==> src/hdl/cau_pkg.sv <==
package cau_pkg;

    // Quotient bits a divide produces: 32 result bits plus one guard bit that
    // makes any saturating quotient visible.
    localparam int QBITS = 33;

    typedef enum logic [1:0] {
        OP_ADD = 2'd0,
        OP_SUB = 2'd1,
        OP_MUL = 2'd2,
        OP_DIV = 2'd3
    } cau_op_t;

    typedef struct packed {
        logic [1:0]         opcode;
        logic signed [31:0] a_re;
        logic signed [31:0] a_im;
        logic signed [31:0] b_re;
        logic signed [31:0] b_im;
    } cau_in_t;

    typedef struct packed {
        logic signed [31:0] res_re;
        logic signed [31:0] res_im;
        logic               overflow;
        logic               div_by_zero;
    } cau_out_t;

    // One quotient lane of the divider: partial remainder and the shift
    // register that feeds numerator bits in and collects quotient bits.
    typedef struct packed {
        logic             neg;
        logic             big;
        logic [63:0]      rem;
        logic [QBITS-1:0] ql;
    } cau_lane_t;

    typedef struct packed {
        logic        is_div;
        logic        dz;
        logic [63:0] den;
        logic [31:0] fix_re;
        logic [31:0] fix_im;
        logic        fix_ovf;
        cau_lane_t   lane_re;
        cau_lane_t   lane_im;
    } cau_item_t;

    // Saturate a sign and magnitude to 32-bit two's complement; bit 32 is overflow.
    function automatic logic [32:0] sat_mag(input logic neg, input logic [63:0] mag);
        logic [32:0] r;
        if (!neg) begin
            if (mag > 64'h0000_0000_7FFF_FFFF) r = {1'b1, 32'h7FFF_FFFF};
            else                               r = {1'b0, mag[31:0]};
        end else begin
            if (mag > 64'h0000_0000_8000_0000) r = {1'b1, 32'h8000_0000};
            else                               r = {1'b0, ~mag[31:0] + 32'd1};
        end
        return r;
    endfunction

    // Saturate a 33-bit two's complement sum to 32 bits; bit 32 is overflow.
    function automatic logic [32:0] sat_sum(input logic [32:0] s);
        logic [32:0] r;
        if (s[32] != s[31]) r = {1'b1, s[32] ? 32'h8000_0000 : 32'h7FFF_FFFF};
        else                r = {1'b0, s[31:0]};
        return r;
    endfunction

endpackage

==> src/hdl/cau_div_cell.sv <==
module cau_div_cell (
    input  logic                aclk,
    input  logic                aresetn,
    input  logic                adv,
    input  logic                v_in,
    input  cau_pkg::cau_item_t  item_in,
    output logic                v_out,
    output cau_pkg::cau_item_t  item_out
);

    logic               v_reg;
    cau_pkg::cau_item_t item_reg, item_next;

    // One restoring step: bring in the next numerator bit, subtract if it fits.
    function automatic cau_pkg::cau_lane_t step(input cau_pkg::cau_lane_t l,
                                                input logic [63:0] den);
        cau_pkg::cau_lane_t r;
        logic [64:0]        rs;
        logic               fit;
        rs    = {l.rem, l.ql[cau_pkg::QBITS-1]};
        fit   = rs >= {1'b0, den};
        r     = l;
        r.rem = fit ? 64'(rs - {1'b0, den}) : rs[63:0];
        r.ql  = {l.ql[cau_pkg::QBITS-2:0], fit};
        return r;
    endfunction

    always_comb begin
        item_next         = item_in;
        item_next.lane_re = step(item_in.lane_re, item_in.den);
        item_next.lane_im = step(item_in.lane_im, item_in.den);
    end

    always_ff @(posedge aclk) begin
        if (!aresetn) begin
            v_reg <= 1'b0;
        end else if (adv) begin
            v_reg <= v_in;
        end
    end

    always_ff @(posedge aclk) begin
        if (adv) item_reg <= item_next;
    end

    assign v_out    = v_reg;
    assign item_out = item_reg;

endmodule

==> config.mk <==
export PLATFORM = sky130hd
export DESIGN_NAME = cau_div_cell
export DESIGN_NICKNAME = d
export VERILOG_FILES = /design/src/hdl/cau_pkg.sv /design/src/hdl/cau_div_cell.sv
export SDC_FILE = /design/constraint.sdc
export NUM_CORES = 1
export LEC_CHECK = 0
export BUFFER_PORTS_ARGS = -buffer_cell sky130_fd_sc_hd__clkbuf_2
export CAP_MARGIN = 20
export CELL_PAD_IN_SITES_DETAIL_PLACEMENT = 0
export CELL_PAD_IN_SITES_GLOBAL_PLACEMENT = 1
export CORE_AREA = 2 2 259 261
export DETAILED_ROUTE_END_ITERATION = 10
export DIE_AREA = 0 0 261 263
export GPL_TIMING_DRIVEN = 0
export MAX_ROUTING_LAYER = met4
export PLACE_DENSITY_LB_ADDON = 0.1
export SETUP_SLACK_MARGIN = 0.3
export SLEW_MARGIN = 40
export SYNTH_ARGS = -nofsm -noshare
export SYNTH_HDL_FRONTEND = slang
export SYNTH_SLANG_ARGS = --single-unit
==> constraint.sdc <==
create_clock -name aclk -period 4.2 [get_ports aclk]
set_input_delay 0 -clock aclk [delete_from_list [all_inputs] [get_ports aclk]]
set_output_delay 0 -clock aclk [all_outputs]
set_load 0.02 [all_outputs]
* Word level (Yosys, flattened, before mapping)
Index checks and enable logic that the tools add are counted.
** Storage, ports and cells
- Flip-flop bits (word level) :: 330
- Input port bits :: 333
- Output and inout bits :: 330
** Operators by class
- Add/sub/neg operators :: 2
- Order comparisons :: 2
- Mux-type cells :: 2
** Operator list (number)
- >= comparator 65 x 64 -> 1 bit :: 2
- 2-to-1 mux 64 bit :: 2
- subtractor 64 bit :: 2

* Longest topological paths before layout
- Depth after elaboration :: 2
- Gate-level depth with buffers :: 16
- Depth with buffers taken out :: 14

* Least setup slack after synthesis
No wires, ideal clock.
- Path type :: in2reg
- From :: input item_in[280] in the netlist's numbering
- To :: register item_reg (netlist bit item_out[136]), data pin
- Library setup time :: 0.260 ns
- Arrival time :: 2.756 ns
- Data required time :: 3.940 ns
- Slack :: 1.184 ns
- Cell stages on the path :: 13
- Path buffers :: 1
- Cell sequence :: inv_1 -> ha_1 -> and3_1 -> nand2_1 -> or4_1 -> o41ai_2 -> o211ai_1 -> a21oi_1 -> o21ai_1 -> o21a_2 -> inv_2 -> buf_4 -> mux2_2
** RTL lines
- start, declared :: RTL line cau_div_cell.sv:6 : input cau_pkg::cau_item_t item_in,
- end signal, assigned :: RTL line cau_div_cell.sv:43 : if (adv) item_reg <= item_next;
- end, declared :: RTL line cau_div_cell.sv:12 : cau_pkg::cau_item_t item_reg, item_next;

==> summary.md <==
| Metric | Value |
|---|---|
| Status | `finished with violations` |
| Violated checks | `negative hold slack` |
| Tightest Hold Check Type | `in2reg` |
| RSZ-0062 raised after global routing | `yes` |
| Synthesized area per cell | `10.7 sq um` |
| Wirelength, routed | `82.5 mm` |
| Final core occ | `43.1%` |
| Initial Util | `28.8%` |
| Fin. max-slew vios | `0` |
| Ports | `663` |
| Cell Pwr Density | `381 mW/mm^2` |
| Cell variety after synth | `73` |
| Yosys reg bits | `330` |
| WP data required | `4.59 ns` |
| Fin. Hold Viols | `2` |
| Crit path DAT | `4.13 ns` |
| Final Cycle Share | `89.0%` |
| Vias per std cell | `4.81` |
| Number of routed nets with antenna violations | `0` |
| Clock transition at the registers of the reported paths | `0.06 ns` |
| WL met1 | `33.2 mm` |
| Syn. warnings | `0` |
| Die footprint | `0.0686 sq mm` |
| P_leak | `about 13 nW` |
| Clock latency on the worst-skew pair | `0.56 ns` |
| MaxCap Viol Count | `0` |
| Chip height | `263 um` |
| CTS HTree Levels | `2` |
| Asr flop ratio synth | `0%` |
| DRT iter0 DRCs | `1,071` |
| GRT Total Usage | `23.9%` |
| CP max FO | `10` |
| Share of layout cells above drive strength 1 | `28.5%` |
| Met2 wire length | `42.1 mm` |
| Max transition margin | `43.3%` |
| Worst hold margin | `-0.337 ns` |
| FP Rows | `94` |
| Fin area | `0.0283 sq mm` |
| Clock root buffer | `clkbuf_16` |
| GPL Wtd Cong | `0.874` |
| Sum Neg Setup Slack | `0 ns` |
| GRT overflow | `0` |
| Cell count after synthesis | `1,770` |
| Metal3 WL | `4.78 mm` |
| Sequential area share after synthesis | `between 50% and 60%` |
| Setup CP Type | `in2reg` |
| Worst Skew | `0 ns` |
| FMAX | `about 270 MHz` |
| PortBufs | `662` |
| CTS max path bufs | `3` |
| Setup-failing EPs final | `0` |
| First-pass GRT wire length | `119 mm` |
| Final min period | `around 3.7 ns` |
| Core Box Area | `0.0656 sq mm` |
| Syn Nets | `2,233` |
| Vias in the first global route | `18,439` |
| Critical Path End Type | `flop` |
| Worst vdd ir | `approximately 0.00029 V` |
| Least-Margin Pin Slew | `0.848 ns` |
| CTS sink count | `330` |
| Commonest non-fill, non-tap cells in the layout | `667 x clkbuf_2, 330 x dlygate4sd3_1, 329 x edfxtp_1, 236 x a21oi_1, 159 x nor2_1` |
| CTS tree | `yes` |
| Commonest non-fill, non-tap cell in the layout | `clkbuf_2` |
| Avg WL per Cell | `22.1 um` |
| Total CTS buffers | `41` |
| Hpwl dp | `66.0 mm` |
| Initial DRT Pass Iterations | `7` |
| Post-synth EDFFs | `about 330` |
| Post-synthesis instance area | `0.0189 sq mm` |
| Highest Signal Layer | `met4` |
| Startpoint types | `primary input` |
| Area growth syn-to-layout | `49.6%` |
| Die Width | `261 um` |
| Main synth FF type | `edfxtp_1` |
| Initial antenna violation count | `12` |
| Non-filler cells, final | `3,725` |
| DR vias | `17,935` |
| # placed instances | `around 3,300` |
| Post-Place Cell Area | `0.0235 sq mm` |
| Pin count of the biggest net entering global routing | `71` |
| Fin nets | `3,283` |
| # DRC | `0` |
-- layout make-up --
type | instances | area [sq um]
Sequential cell | 330 | 9900
Multi-Input combinational cell | 1274 | 8450
Clock buffer | 48 | 1080
Inverter | 90 | 343
Tap cell | 864 | 1080
Antenna cell | 9 | 22.5
Clock inverter | 27 | 214
Fill cell | 6499 | 37300
Buffer | 76 | 383
Timing Repair Buffer | 1007 | 6840
-- state kept, by name, indices dropped and copies added (netlist names) --
name	count
item_out	329
v_out	1
-- routing by layer --
layer  vias up  global-route usage (%)
met2       551                    42.6
met3        88                    4.23
met5         -                       -
met4         0                    6.31
met1      8598                    27.5
li1       8698                       -
-- path summary, 6_finish.rpt --
path | startpoint | endpoint | slack [ns] | depth (start not counted)
hold / removal | item_in[263] | item_out[263]$_DFFE_PP_ | -0.34 | 1
setup reg to reg | v_out$_SDFFE_PN0P_ | v_out$_SDFFE_PN0P_ | 3.06 | 3
hold reg to reg | v_out$_SDFFE_PN0P_ | v_out$_SDFFE_PN0P_ | 1.06 | 3
setup / recovery | item_in[163] | item_out[181]$_DFFE_PP_ | 0.46 | 16
-- worst max-delay path, cell delays in order --
cell           delay (ns)
dlygate4sd3_1        0.53
clkbuf_2             0.12
ha_1                 0.28
clkbuf_1             0.21
a21oi_1              0.27
o21ai_0              0.18
or4b_1               0.59
o211ai_1             0.20
buf_4                0.17
a21oi_2              0.10
o21ai_2              0.27
o21a_2               0.37
inv_6                0.15
buf_4                0.22
buf_4                0.21
a21oi_1              0.20
-- through the flow --
step / total power [W] / worst slack, ns / hold slack (ns)
6_report: 0.0108 / 0.461 / -0.337
5_1_grt: 0.0113 / 0.294 / -0.355
4_1_cts: 0.0109 / 0.315 / -0.380
3_5_place_dp: 0.00711 / -1.43 / 0.179
3_3_place_gp: 0.00714 / -2.54 / 0.178
2_1_floorplan: 0.00593 / 1.18 / 0.0989
-- cell usage after synthesis (10+ instances only) --
cell type  instances  area [sq um]
nand4_1           33           206
a21o_1            83           623
xnor2_1           59           517
and2_1            12          75.1
ha_1             128          1600
a21boi_0          11          82.6
o21a_1            14           105
edfxtp_1         329          9880
nand3_1           22           110
inv_1             88           330
xor2_1            56           490
a31oi_1           21           131
nand2_1          128           480
nor2b_1           12          75.1
buf_2             12          60.1
clkbuf_1          53           199
o21ai_0          102           510
nor2_1           159           597
nor3_1            14          70.1
nand2b_1          16           100
o21bai_1          18           135
o211ai_1          10          75.1
and3_1            17           106
a21oi_1          237          1190
-- cell families after synthesis --
logic type	after synthesis	share of synthesized area [%]
compound gates	563	18.1
buf+inv	166	3.69
flops	330	52.3
fa+ha+maj	130	8.67
mux	13	0.741
simple gates	453	11.2
xor+xnor	115	5.32
-- timing repair --
item                                    4_1_cts  5_1_grt
setup buffers                                 4        6
pin swaps                                     4        3
hold endpoints to repair                    353        4
hold buffers                                328        2
endpoints found under the setup margin       63       70
gates resized for setup                       9       25
-- power breakdown --
part	internal (W)	total (W)	switching, W
clock	0.00198	0.00345	0.00148
sequential	0.00408	0.00419	0.000113
combinational	0.00119	0.00313	0.00194
total	0.00724	0.0108	0.00353
No activity file was read; power rests on OpenSTA's default activity.
